`config.mk`:
```
export PLATFORM = sky130hd
export DESIGN_NAME = quoted_attribute_extractor
export DESIGN_NICKNAME = d
export VERILOG_FILES = /design/src/hw/rtl/qae_pkg.sv /design/src/hw/rtl/qae_in_stage.sv /design/src/hw/rtl/qae_scanner.sv /design/src/hw/rtl/qae_out_stage.sv /design/src/hw/rtl/quoted_attribute_extractor.sv
export SDC_FILE = /design/constraint.sdc
export NUM_CORES = 1
export LEC_CHECK = 0
export BUFFER_PORTS_ARGS = -buffer_cell sky130_fd_sc_hd__buf_4
export CAP_MARGIN = 20
export CORE_ASPECT_RATIO = 1.1
export CORE_UTILIZATION = 57
export CTS_CLUSTER_SIZE = 12
export DETAILED_ROUTE_END_ITERATION = 8
export PLACE_DENSITY = 0.8
export SLEW_MARGIN = 10
export SYNTH_ARGS = -nofsm -noshare
export SYNTH_HDL_FRONTEND = slang
export SYNTH_HIERARCHICAL = 1
export SYNTH_SLANG_ARGS = --single-unit
```
`constraint.sdc`:
```
create_clock -name clock -period 5 [get_ports clock]
set_clock_uncertainty 0.15 [all_clocks]
set_input_delay 0.25 -clock clock [delete_from_list [all_inputs] [get_ports clock]]
set_output_delay 0.25 -clock clock [all_outputs]
set_load 0.1 [all_outputs]
```
`src/hw/rtl/qae_pkg.sv`:
```
package qae_pkg;

   localparam int unsigned MaxValueBytes   = 254;
   localparam int unsigned MaxKeywordBytes = 8;

   localparam logic [7:0] SingleQuote = 8'h27;
   localparam logic [7:0] DoubleQuote = 8'h22;

   localparam logic [1:0] PhaseHunt  = 2'd0;
   localparam logic [1:0] PhaseSkip  = 2'd1;
   localparam logic [1:0] PhaseQuote = 2'd2;
   localparam logic [1:0] PhaseValue = 2'd3;

   localparam logic       CsrKeywordBytes  = 1'b0;
   localparam logic       CsrKeywordLength = 1'b1;

   localparam logic [63:0] KeywordBytesReset  = 64'h0000_0000_6665_7268;
   localparam logic [3:0]  KeywordLengthReset = 4'd4;

   typedef struct packed {
      logic [7:0] doc_byte;
      logic       doc_end;
   } item_type;

   typedef struct packed {
      logic       valid;
      logic [7:0] value_byte;
      logic       value_end;
      logic       value_truncated;
   } result_type;

   function automatic logic is_quote(input logic [7:0] b);
      return (b == SingleQuote) || (b == DoubleQuote);
   endfunction

endpackage

```
`src/hw/rtl/qae_in_stage.sv`:
```
module qae_in_stage (
   input  logic              clock,
   input  logic              reset,
   input  logic              req_valid,
   output logic              req_ready,
   input  qae_pkg::item_type req_item,
   input  logic              drain,
   output logic              item_valid,
   output qae_pkg::item_type item
);
   import qae_pkg::*;

   logic     valid_ff;
   logic     valid_in;
   item_type item_ff;

   assign req_ready  = !valid_ff || drain;
   assign item_valid = valid_ff;
   assign item       = item_ff;

   always_comb begin
      if (req_valid && req_ready) begin
         valid_in = 1'b1;
      end else if (drain) begin
         valid_in = 1'b0;
      end else begin
         valid_in = valid_ff;
      end
   end

   always_ff @(posedge clock) begin
      if (reset) begin
         valid_ff <= 1'b0;
      end else begin
         valid_ff <= valid_in;
      end
   end

   always_ff @(posedge clock) begin
      if (req_valid && req_ready) begin
         item_ff <= req_item;
      end
   end

endmodule

```
`src/hw/rtl/qae_scanner.sv`:
```
module qae_scanner (
   input  logic                clock,
   input  logic                reset,
   input  logic                step,
   input  qae_pkg::item_type   item,
   input  logic [63:0]         keyword_bytes,
   input  logic [3:0]          keyword_length,
   output qae_pkg::result_type result
);
   import qae_pkg::*;

   logic [3:0] match_count_ff;
   logic [3:0] match_count_in;
   logic [1:0] phase_ff;
   logic [1:0] phase_in;
   logic [7:0] value_length_ff;
   logic [7:0] value_length_in;
   logic       overflowed_ff;
   logic       overflowed_in;

   logic [3:0] len_used;
   logic [3:0] mc_start;
   logic [3:0] mc_next;
   logic [7:0] kw_sel;
   logic [7:0] kw_first;

   always_comb begin
      if (keyword_length == 4'd0) begin
         len_used = 4'd1;
      end else if (keyword_length > 4'(MaxKeywordBytes)) begin
         len_used = 4'(MaxKeywordBytes);
      end else begin
         len_used = keyword_length;
      end
   end

   assign mc_start = (match_count_ff >= len_used) ? 4'd0 : match_count_ff;
   assign kw_sel   = keyword_bytes[{mc_start[2:0], 3'b000} +: 8];
   assign kw_first = keyword_bytes[7:0];

   always_comb begin
      if (item.doc_byte == kw_sel) begin
         mc_next = mc_start + 4'd1;
      end else if (item.doc_byte == kw_first) begin
         mc_next = 4'd1;
      end else begin
         mc_next = 4'd0;
      end
   end

   always_comb begin
      match_count_in  = match_count_ff;
      phase_in        = phase_ff;
      value_length_in = value_length_ff;
      overflowed_in   = overflowed_ff;
      result          = '0;
      case (phase_ff)
         PhaseHunt: begin
            if (mc_next >= len_used) begin
               match_count_in = 4'd0;
               phase_in       = PhaseSkip;
            end else begin
               match_count_in = mc_next;
            end
         end
         PhaseSkip: begin
            phase_in = PhaseQuote;
         end
         PhaseQuote: begin
            if (is_quote(item.doc_byte)) begin
               phase_in        = PhaseValue;
               value_length_in = 8'd0;
               overflowed_in   = 1'b0;
            end else begin
               phase_in = PhaseHunt;
            end
         end
         PhaseValue: begin
            if (is_quote(item.doc_byte)) begin
               result.valid           = 1'b1;
               result.value_end       = 1'b1;
               result.value_truncated = overflowed_ff;
               phase_in               = PhaseHunt;
               value_length_in        = 8'd0;
               overflowed_in          = 1'b0;
            end else if (item.doc_end) begin
               result.valid           = 1'b1;
               result.value_end       = 1'b1;
               result.value_truncated = 1'b1;
            end else if (value_length_ff < 8'(MaxValueBytes)) begin
               result.valid      = 1'b1;
               result.value_byte = item.doc_byte;
               value_length_in   = value_length_ff + 8'd1;
            end else begin
               overflowed_in = 1'b1;
            end
         end
         default: begin
            phase_in = PhaseHunt;
         end
      endcase
      if (item.doc_end) begin
         phase_in        = PhaseHunt;
         match_count_in  = 4'd0;
         value_length_in = 8'd0;
         overflowed_in   = 1'b0;
      end
   end

   always_ff @(posedge clock) begin
      if (reset) begin
         match_count_ff  <= 4'd0;
         phase_ff        <= PhaseHunt;
         value_length_ff <= 8'd0;
         overflowed_ff   <= 1'b0;
      end else if (step) begin
         match_count_ff  <= match_count_in;
         phase_ff        <= phase_in;
         value_length_ff <= value_length_in;
         overflowed_ff   <= overflowed_in;
      end
   end

   a_length_bound: assert property (@(posedge clock) disable iff (reset)
      value_length_ff <= 8'(MaxValueBytes))
      else $error("value length past limit");

   a_idle_clear: assert property (@(posedge clock) disable iff (reset)
      (phase_ff != PhaseValue) |-> (value_length_ff == 8'd0 && !overflowed_ff))
      else $error("value state left over outside a value");

   a_overflow_full: assert property (@(posedge clock) disable iff (reset)
      overflowed_ff |-> (value_length_ff == 8'(MaxValueBytes)))
      else $error("overflow flagged before limit reached");

   a_doc_end_hunt: assert property (@(posedge clock) disable iff (reset)
      (step && item.doc_end) |=> (phase_ff == PhaseHunt && match_count_ff == 4'd0))
      else $error("scanner not back to hunting after document end");

endmodule

```
`src/hw/rtl/qae_out_stage.sv`:
```
module qae_out_stage (
   input  logic                clock,
   input  logic                reset,
   input  logic                load,
   input  qae_pkg::result_type result,
   output logic                space,
   output logic                rsp_valid,
   input  logic                rsp_ready,
   output logic [7:0]          rsp_value_byte,
   output logic                rsp_value_end,
   output logic                rsp_value_truncated
);
   import qae_pkg::*;

   logic       valid_ff;
   logic       valid_in;
   logic [7:0] value_byte_ff;
   logic       value_end_ff;
   logic       value_truncated_ff;

   assign space               = !valid_ff || rsp_ready;
   assign rsp_valid           = valid_ff;
   assign rsp_value_byte      = value_byte_ff;
   assign rsp_value_end       = value_end_ff;
   assign rsp_value_truncated = value_truncated_ff;

   always_comb begin
      if (load) begin
         valid_in = 1'b1;
      end else if (rsp_ready) begin
         valid_in = 1'b0;
      end else begin
         valid_in = valid_ff;
      end
   end

   always_ff @(posedge clock) begin
      if (reset) begin
         valid_ff <= 1'b0;
      end else begin
         valid_ff <= valid_in;
      end
   end

   always_ff @(posedge clock) begin
      if (load) begin
         value_byte_ff      <= result.value_byte;
         value_end_ff       <= result.value_end;
         value_truncated_ff <= result.value_truncated;
      end
   end

endmodule

```
`src/hw/rtl/quoted_attribute_extractor.sv`:
```
// Scans a document one byte per request for a keyword (reset "href", case-sensitive),
// skips the byte after it, and if the next byte is a single or double quote returns every
// following byte as a value byte until either quote arrives, which returns an end marker.
// Values longer than 254 bytes are cut short and flagged on the end marker; a document
// end inside a value closes it as truncated. A request enters an input register, is
// scanned by one pass of compare and phase logic, and lands in a result register, so one
// request is taken every cycle while the result side keeps up. Keyword registers are to
// be written on the csr port only while the block is idle; the block does not enforce it.
module quoted_attribute_extractor (
   input  logic        clock,
   input  logic        reset,
   input  logic        req_valid,
   output logic        req_ready,
   input  logic [7:0]  req_doc_byte,
   input  logic        req_doc_end,
   output logic        rsp_valid,
   input  logic        rsp_ready,
   output logic [7:0]  rsp_value_byte,
   output logic        rsp_value_end,
   output logic        rsp_value_truncated,
   input  logic        csr_valid,
   output logic        csr_ready,
   input  logic        csr_index,
   input  logic [63:0] csr_data
);
   import qae_pkg::*;

   logic [63:0] keyword_bytes_ff;
   logic [3:0]  keyword_length_ff;

   item_type    req_item;
   item_type    item;
   logic        item_valid;
   logic        step;
   logic        space;
   logic        load;
   result_type  result;

   assign csr_ready = 1'b1;

   always_ff @(posedge clock) begin
      if (reset) begin
         keyword_bytes_ff  <= KeywordBytesReset;
         keyword_length_ff <= KeywordLengthReset;
      end else if (csr_valid && csr_ready) begin
         case (csr_index)
            CsrKeywordBytes:  keyword_bytes_ff  <= csr_data;
            CsrKeywordLength: keyword_length_ff <= csr_data[3:0];
            default: begin
            end
         endcase
      end
   end

   assign req_item.doc_byte = req_doc_byte;
   assign req_item.doc_end  = req_doc_end;

   assign step = item_valid && (!result.valid || space);
   assign load = step && result.valid;

   qae_in_stage u_in_stage (
      .clock      (clock),
      .reset      (reset),
      .req_valid  (req_valid),
      .req_ready  (req_ready),
      .req_item   (req_item),
      .drain      (step),
      .item_valid (item_valid),
      .item       (item)
   );

   qae_scanner u_scanner (
      .clock          (clock),
      .reset          (reset),
      .step           (step),
      .item           (item),
      .keyword_bytes  (keyword_bytes_ff),
      .keyword_length (keyword_length_ff),
      .result         (result)
   );

   qae_out_stage u_out_stage (
      .clock               (clock),
      .reset               (reset),
      .load                (load),
      .result              (result),
      .space               (space),
      .rsp_valid           (rsp_valid),
      .rsp_ready           (rsp_ready),
      .rsp_value_byte      (rsp_value_byte),
      .rsp_value_end       (rsp_value_end),
      .rsp_value_truncated (rsp_value_truncated)
   );

endmodule

```
==> results.py, run 1 <==
metrics = {
    "status": {
        "status": "completed",
    },
    "power": {
        "combinationalPowerShare_pct": 15.3,
        "pwr-share-clk_pct": 31.4,
        "leakage_nw": 2.80,
        "p_sw_w": 0.000444,
        "peakVddDrop_v": 0.000140,
        "cellPowerDensity_nw_per_um2": 242,
        "switching_share_pct": 25.8,
        "seqPwrFrac_pct": 53.3,
        "internal_power_w": 0.00128,
    },
    "critical_path": {
        "worst_ep_arrival_time_ns": 4.80,
        "crit_path_end_kind": "flip-flop",
        "crit_required_ns": 5.16,
        "critPathKind": "reg2reg",
        "r2r_setup_slack_ns": 0.35,
        "worstSetupStartpointType": "flip-flop",
        "crit_fanout": 7,
    },
    "clock_network": {
        "cts_buffer_depth": 2,
        "clkTransAtPathRegs_ns": 0.10,
        "cts.htree.levels": 3,
        "clock-root-buffer": "clkbuf_8",
        "cts_tree": "done",
        "ctsResizeCount": 0,
        "clk_latency_ns": 0.37,
        "cts_sinks": 104,
        "cts_buffers": 9,
    },
    "final_layout": {
        "areaGrowthSynthToFinish_pct": 21.1,
        "nets": 809,
        "layout-drive-gt1-share_pct": 20.3,
        "insertedDiodeCount": 0,
    },
    "synth": {
        "synth_ff_type": "dfxtp_1",
        "synth_area_um2": 5870,
        "ys_warn_count": 6,
        "ys_async_sr_fraction_pct": 0,
        "avgSynthCellArea_um2": 9.54,
        "ys_types": 74,
        "yosys-top-cells-count": "dfxtp_1, nor2_1, nand2b_1",
        "seq_area_frac_synth_pct": 38.7,
        "synth_top_area_share_pct": 29.0,
        "synth_most_common_cell": "dfxtp_1",
        "synth_seq_cells": 104,
        "synth_area_leaders": "dfxtp_1, edfxtp_1, nand4bb_1",
        "syn_inst": 616,
        "synth-edff-count": 19,
        "synth_fp_nets": 705,
        "yosysTopAreaCell": "dfxtp_1",
    },
    "drt": {
        "wirelength_um": 14400,
        "drtAntennaViolNets": 0,
        "routed_via_density": 5.79,
        "num_vias": 4891,
        "drc": 0,
        "first_iter_violations": 305,
        "dr.pass1.iters": 5,
        "detail_route.wl_per_cell_um": 17.1,
    },
    "floorplanning": {
        "rows": 38,
        "ios": 92,
        "core_um2": 9940,
        "start_util_pct": 59.1,
        "die_w_um": 98.8,
        "chipHeight_um": 108,
        "die_area_um2": 10700,
    },
    "timing": {
        "tightest_slew_ns": 0.724,
        "whs_ns": 0.0118,
        "period_needed_ns": 4.65,
        "setup_tns_ns": 0,
        "maxSlewViolCount": 0,
        "max_freq_mhz": 215,
        "post-route-period-util_pct": 93.0,
        "setup_viol": 0,
        "rsz0062_at_grt": "false",
        "hold_viol_final": 0,
        "slew_headroom_pct": 51.7,
    },
    "global_route": {
        "gr-total-overflow": 0,
        "grt_first_pass_wirelength_um": 23400,
        "grt_max_degree": 102,
        "antenna_found_initial": 0,
        "grt_pass1_vias": 4910,
        "grt_util_all_layers_pct": 27.7,
    },
    "placed_design": {
        "hpwl_um": 9670,
        "port_buffers": 90,
        "place_congestion": 0.946,
    },
    "job": {
        "cap_violations": 0,
    },
    "min_path": {
        "hold_class": "in2reg",
    },
}
[power groups by stage]
stage                     registers [W]  clock network, W  logic (W)
after global placement         0.000933                 0   0.000226
final                          0.000916          0.000540   0.000263
after global routing           0.000920          0.000587   0.000285
after detailed placement       0.000935                 0   0.000232
after CTS                      0.000916          0.000553   0.000260
after floorplan                0.000920                 0   0.000166
[final cells by class]
type / instances / area (um2)
flip-flops and latches: 104 / 2270
inverters: 19 / 71.3
repair buffers: 140 / 1160
well taps: 120 / 150
multi-input cells: 446 / 3250
clock inverters: 5 / 63.8
clock buffers: 11 / 141
fillers: 749 / 2820
[per-stage QoR]
stage               total power (W)  std cells  util [%]  instance area (um2)  setup WS, ns
floorplan                   0.00109        616         -                 5870         0.571
detailed placement          0.00117        785      65.1                 6470         0.463
CTS                         0.00173        844      71.5                 7100         0.409
finish                      0.00172        845      71.6                 7110         0.352
global route                0.00179        845      71.6                 7110       0.00632
global placement            0.00116        785      65.1                 6470         0.673
[routing by layer]
layer	GRT usage [%]	vias up	wire, um
li1	-	2401	-
met3	4.65	27	547
met1	32.5	2314	6120
met2	50.9	149	7430
met5	0	-	0
met4	10.1	0	320
[critical path: stages (launching register included)]
cell	delay (ns)
dfxtp_1	0.33
inv_1	0.12
nand2_1	0.10
ha_1	0.28
or2_4	0.25
a21oi_4	0.23
nor2_2	0.12
buf_4	0.19
a211oi_4	0.32
nor3_2	0.09
a2111oi_4	0.54
nand2_2	0.18
mux2i_1	0.20
ha_1	0.24
nand2b_1	0.14
a21oi_1	0.14
nor2b_1	0.05
o21ai_0	0.20
nand4b_1	0.24
inv_1	0.17
nand4_1	0.09
or3b_1	0.18
[what timing repair did]
item | 4_1_cts | 5_1_grt
hold buffers | 43 | 1
setup buffers | 0 | 0
endpoints found under the hold margin | 43 | 1
[path summary, 6_finish.rpt]
kind,from,to,cells past startpoint
min,csr_data[37],keyword_bytes_ff[37]$_SDFFE_PP0P_,3
min reg2reg,keyword_bytes_ff[19]$_SDFFE_PP0P_,keyword_bytes_ff[19]$_SDFFE_PP0P_,2
max,keyword_length_ff[3]$_SDFFE_PP0P_,u_scanner/match_count_ff[0]$_SDFFE_PP0P_,21
max reg2reg,keyword_length_ff[3]$_SDFFE_PP0P_,u_scanner/match_count_ff[0]$_SDFFE_PP0P_,21
[registers in the layout (all words and copies together), names as in the netlist, 2 cells and up]
signal and cells:
u_scanner/match_count_ff 4, u_scanner/phase_ff 2, u_scanner/value_length_ff 8, u_in_stage/item 9, keyword_bytes_ff 64, u_out_stage/rsp_value_byte 8
keyword_length_ff 4
[cell usage in the layout, fill, tap and decap left out, drive strengths merged, types with 3 or more instances in the layout]
cell type,count
a211oi,5
a21o,4
a21oi,19
a22o,3
and2,8
and3,7
buf,96
clkbuf,11
dfxtp,85
dlygate4sd3,44
edfxtp,19
ha,10
inv,21
mux2,4
mux2i,30
mux4,8
nand2,29
nand2b,56
nand3,7
nand4,10
nand4bb,47
nor2,68
nor2b,7
nor3,9
o211ai,3
o21ai,61
xnor2,8
xor2,10
[cell families (layout without fill, tap and decap cells)]
family / after synthesis / in the layout / synth area share (%)
AND/OR/NAND/NOR: 257 / 257 / 27.8
adder cells (fa/ha/maj): 10 / 10 / 2.13
XOR/XNOR: 18 / 18 / 2.68
flip-flops: 104 / 104 / 38.7
AO/OA/AOI/OAI: 118 / 118 / 13.5
other: 1 / 1 / 0.0638
multiplexers: 42 / 42 / 9.07
buffers and inverters: 66 / 175 / 6.03
(Power assumes the default switching activity.)
==> run 2, diff against run 1 <==
- CORE_UTILIZATION: 57 -> 56
- SYNTH_HIERARCHICAL: 1 -> unset
==> run 2 against run 1 <==
Compared with the run above:
- synthesized cell count down 2.9%
- non-clock buffer count up 31
- sequential share of layout area up 1.9 points
- design area down 5.5%
- critical path type unchanged
==> results.py, run 2 <==
metrics = {
    "synth": {
        "synth_area_leaders": "dfxtp_1, nand2_1, edfxtp_1",
        "yosysTopAreaCell": "dfxtp_1",
        "synth_ff_type": "dfxtp_1",
        "synth_fp_nets": 687,
        "synth_seq_cells": 104,
        "avgSynthCellArea_um2": 8.46,
        "synth_area_um2": 5060,
        "seq_area_frac_synth_pct": 44.9,
        "ys_warn_count": 0,
        "synth_top_area_share_pct": 33.6,
        "synth_most_common_cell": "nand2_1",
        "ys_types": 56,
        "synth-edff-count": 19,
        "syn_inst": 598,
        "ys_async_sr_fraction_pct": 0,
        "yosys-top-cells-count": "nand2_1, dfxtp_1, a21oi_1",
    },
    "global_route": {
        "grt_pass1_vias": 4671,
        "gr-total-overflow": 0,
        "grt_first_pass_wirelength_um": 21800,
        "antenna_found_initial": 0,
        "grt_max_degree": 82,
        "grt_util_all_layers_pct": 29.8,
    },
    "floorplanning": {
        "die_area_um2": 9420,
        "chipHeight_um": 102,
        "ios": 92,
        "core_um2": 8830,
        "start_util_pct": 57.3,
        "die_w_um": 92.6,
        "rows": 36,
    },
    "critical_path": {
        "r2r-end": "u_scanner.match_count_ff[0]$_SDFFE_PP0P_",
        "cp-startpoint": "u_scanner.match_count_ff[1]$_SDFFE_PP0P_",
        "crit_path_end_kind": "flip-flop",
        "crit_required_ns": 5.14,
        "endpoint": "u_scanner.match_count_ff[0]$_SDFFE_PP0P_",
        "worst_ep_arrival_time_ns": 4.79,
        "worstSetupStartpointType": "flip-flop",
        "r2r_setup_slack_ns": 0.35,
        "reg2reg_from": "u_scanner.match_count_ff[1]$_SDFFE_PP0P_",
        "r2r_cells": 16,
        "crit_fanout": 12,
        "critPathKind": "reg2reg",
    },
    "placed_design": {
        "pre_cts_slack_ns": 0.287,
        "place_congestion": 0.898,
        "port_buffers": 90,
        "hpwl_um": 8760,
    },
    "power": {
        "switching_share_pct": 26.8,
        "combinationalPowerShare_pct": 14.7,
        "leakage_nw": 2.63,
        "p_sw_w": 0.000442,
        "cellPowerDensity_nw_per_um2": 246,
        "seqPwrFrac_pct": 55.7,
        "peakVddDrop_v": 0.000129,
        "internal_power_w": 0.00121,
        "pwr-share-clk_pct": 29.6,
    },
    "final_layout": {
        "layout_common_cells": "nand2_1, buf_4, dfxtp_1",
        "insertedDiodeCount": 0,
        "areaGrowthSynthToFinish_pct": 32.8,
        "largest_reg_flops": 64,
        "layout-drive-gt1-share_pct": 18.2,
        "nets": 832,
        "largest-register": "keyword_bytes_ff",
        "final_util_pct": 76.1,
        "final_common_cell": "nand2_1",
    },
    "drt": {
        "wirelength_um": 13900,
        "highest_layer": "met4",
        "detail_route.wl_per_cell_um": 16.2,
        "num_vias": 4855,
        "drtAntennaViolNets": 0,
        "routed_via_density": 5.63,
        "route.met3.wl_um": 554,
        "met2_length_um": 7460,
        "met1Wirelength_um": 5670,
        "first_iter_violations": 180,
        "drc": 0,
        "dr.pass1.iters": 5,
    },
    "clock_network": {
        "cts_buffers": 9,
        "clkTransAtPathRegs_ns": 0.10,
        "cts_buffer_depth": 2,
        "clk_latency_ns": 0.38,
        "cts.htree.levels": 3,
        "cts_sinks": 104,
        "cts_tree": "done",
        "clock-root-buffer": "clkbuf_8",
    },
    "timing": {
        "hold_viol_final": 0,
        "whs_ns": 0.0335,
        "post-route-period-util_pct": 93.0,
        "slew_headroom_pct": 32.1,
        "setup_slack_ns": 0.351,
        "maxSlewViolCount": 0,
        "setup_viol": 0,
        "tightest_slew_ns": 1.01,
        "period_needed_ns": 4.65,
        "max_freq_mhz": 215,
        "setup_tns_ns": 0,
        "rsz0062_at_grt": "false",
    },
    "status": {
        "status": "completed",
    },
    "job": {
        "cap_violations": 0,
    },
    "min_path": {
        "hold_class": "in2reg",
    },
}
run 2: worst min path at each step:
| stage | from | to | depth (start not counted) |
|---|---|---|---|
| 2_1_floorplan | req_doc_end | u_in_stage.item[0]$_DFFE_PP_ | 0 |
| 3_3_place_gp | req_doc_byte[2] | u_in_stage.item[3]$_DFFE_PP_ | 1 |
| 3_5_place_dp | req_doc_byte[6] | u_in_stage.item[7]$_DFFE_PP_ | 1 |
| 4_1_cts | csr_data[24] | keyword_bytes_ff[24]$_SDFFE_PP0P_ | 3 |
| 5_1_grt | csr_valid | keyword_length_ff[1]$_SDFFE_PP0P_ | 3 |
| 6_report | csr_valid | keyword_length_ff[0]$_SDFFE_PP0P_ | 3 |
run 2: metrics by stage:
stage | total power [W] | std cells | instance area [um2]
after floorplan | 0.00104 | 598 | 5060
after CTS | 0.00165 | 857 | 6650
after global routing | 0.00172 | 862 | 6720
after detailed placement | 0.00113 | 769 | 5760
final | 0.00165 | 862 | 6720
after global placement | 0.00112 | 769 | 5760
run 2: power groups by stage:
stage | Combinational [W] | Sequential (W) | Clock, W
5_1_grt | 0.000264 | 0.000924 | 0.000534
2_1_floorplan | 0.000121 | 0.000923 | 0
6_report | 0.000242 | 0.000920 | 0.000489
3_3_place_gp | 0.000183 | 0.000936 | 0
3_5_place_dp | 0.000189 | 0.000937 | 0
4_1_cts | 0.000235 | 0.000918 | 0.000498
run 2: per-layer routing:
layer / global-route usage (%) / vias to the layer above
met2: 56.2 / 149
met3: 5.03 / 24
met5: 0 / -
met1: 34.3 / 2318
met4: 9.59 / 0
li1: - / 2364
run 2: kinds of logic (layout without fill, tap and decap cells):
logic type / count (synthesis) / count (layout) / share of synthesized area, %
AND/OR/NAND/NOR: 257 / 257 / 23.5
AO/OA/AOI/OAI: 133 / 133 / 17.9
flip-flops: 104 / 104 / 44.9
buffers and inverters: 59 / 209 / 4.80
multiplexers: 18 / 18 / 3.56
XOR/XNOR: 16 / 16 / 2.77
adder cells (fa/ha/maj): 10 / 10 / 2.47
other: 1 / 1 / 0.0741
run 2: worst max-delay path, cell delays in order, from the launching register on:
cell      delay, ns
dfxtp_1        0.64
ha_1           0.34
o211ai_1       0.35
o211ai_2       0.31
a221oi_1       0.40
o211ai_1       0.15
a22oi_1        0.21
and4_2         0.35
mux2i_1        0.28
ha_1           0.28
nand2b_1       0.15
a21oi_1        0.14
nor2b_1        0.05
o21ai_0        0.13
nand3_1        0.16
or3_1          0.35
o21ai_1        0.14
run 2: timing repair:
action                                  CTS  global route
endpoints found under the setup margin    0             4
setup buffers                             0             3
hold buffers                             72             1
gates resized for setup                   0             7
hold endpoints to repair                 74             1
run 2: area by class of cell:
type | count | area [um2]
clock buffer | 11 | 135
clock inverter | 5 | 41.3
fill | 618 | 2110
inverter | 22 | 82.6
multi-input combinational | 435 | 2580
sequential | 104 | 2270
tap | 114 | 143
timing repair buffer | 171 | 1460
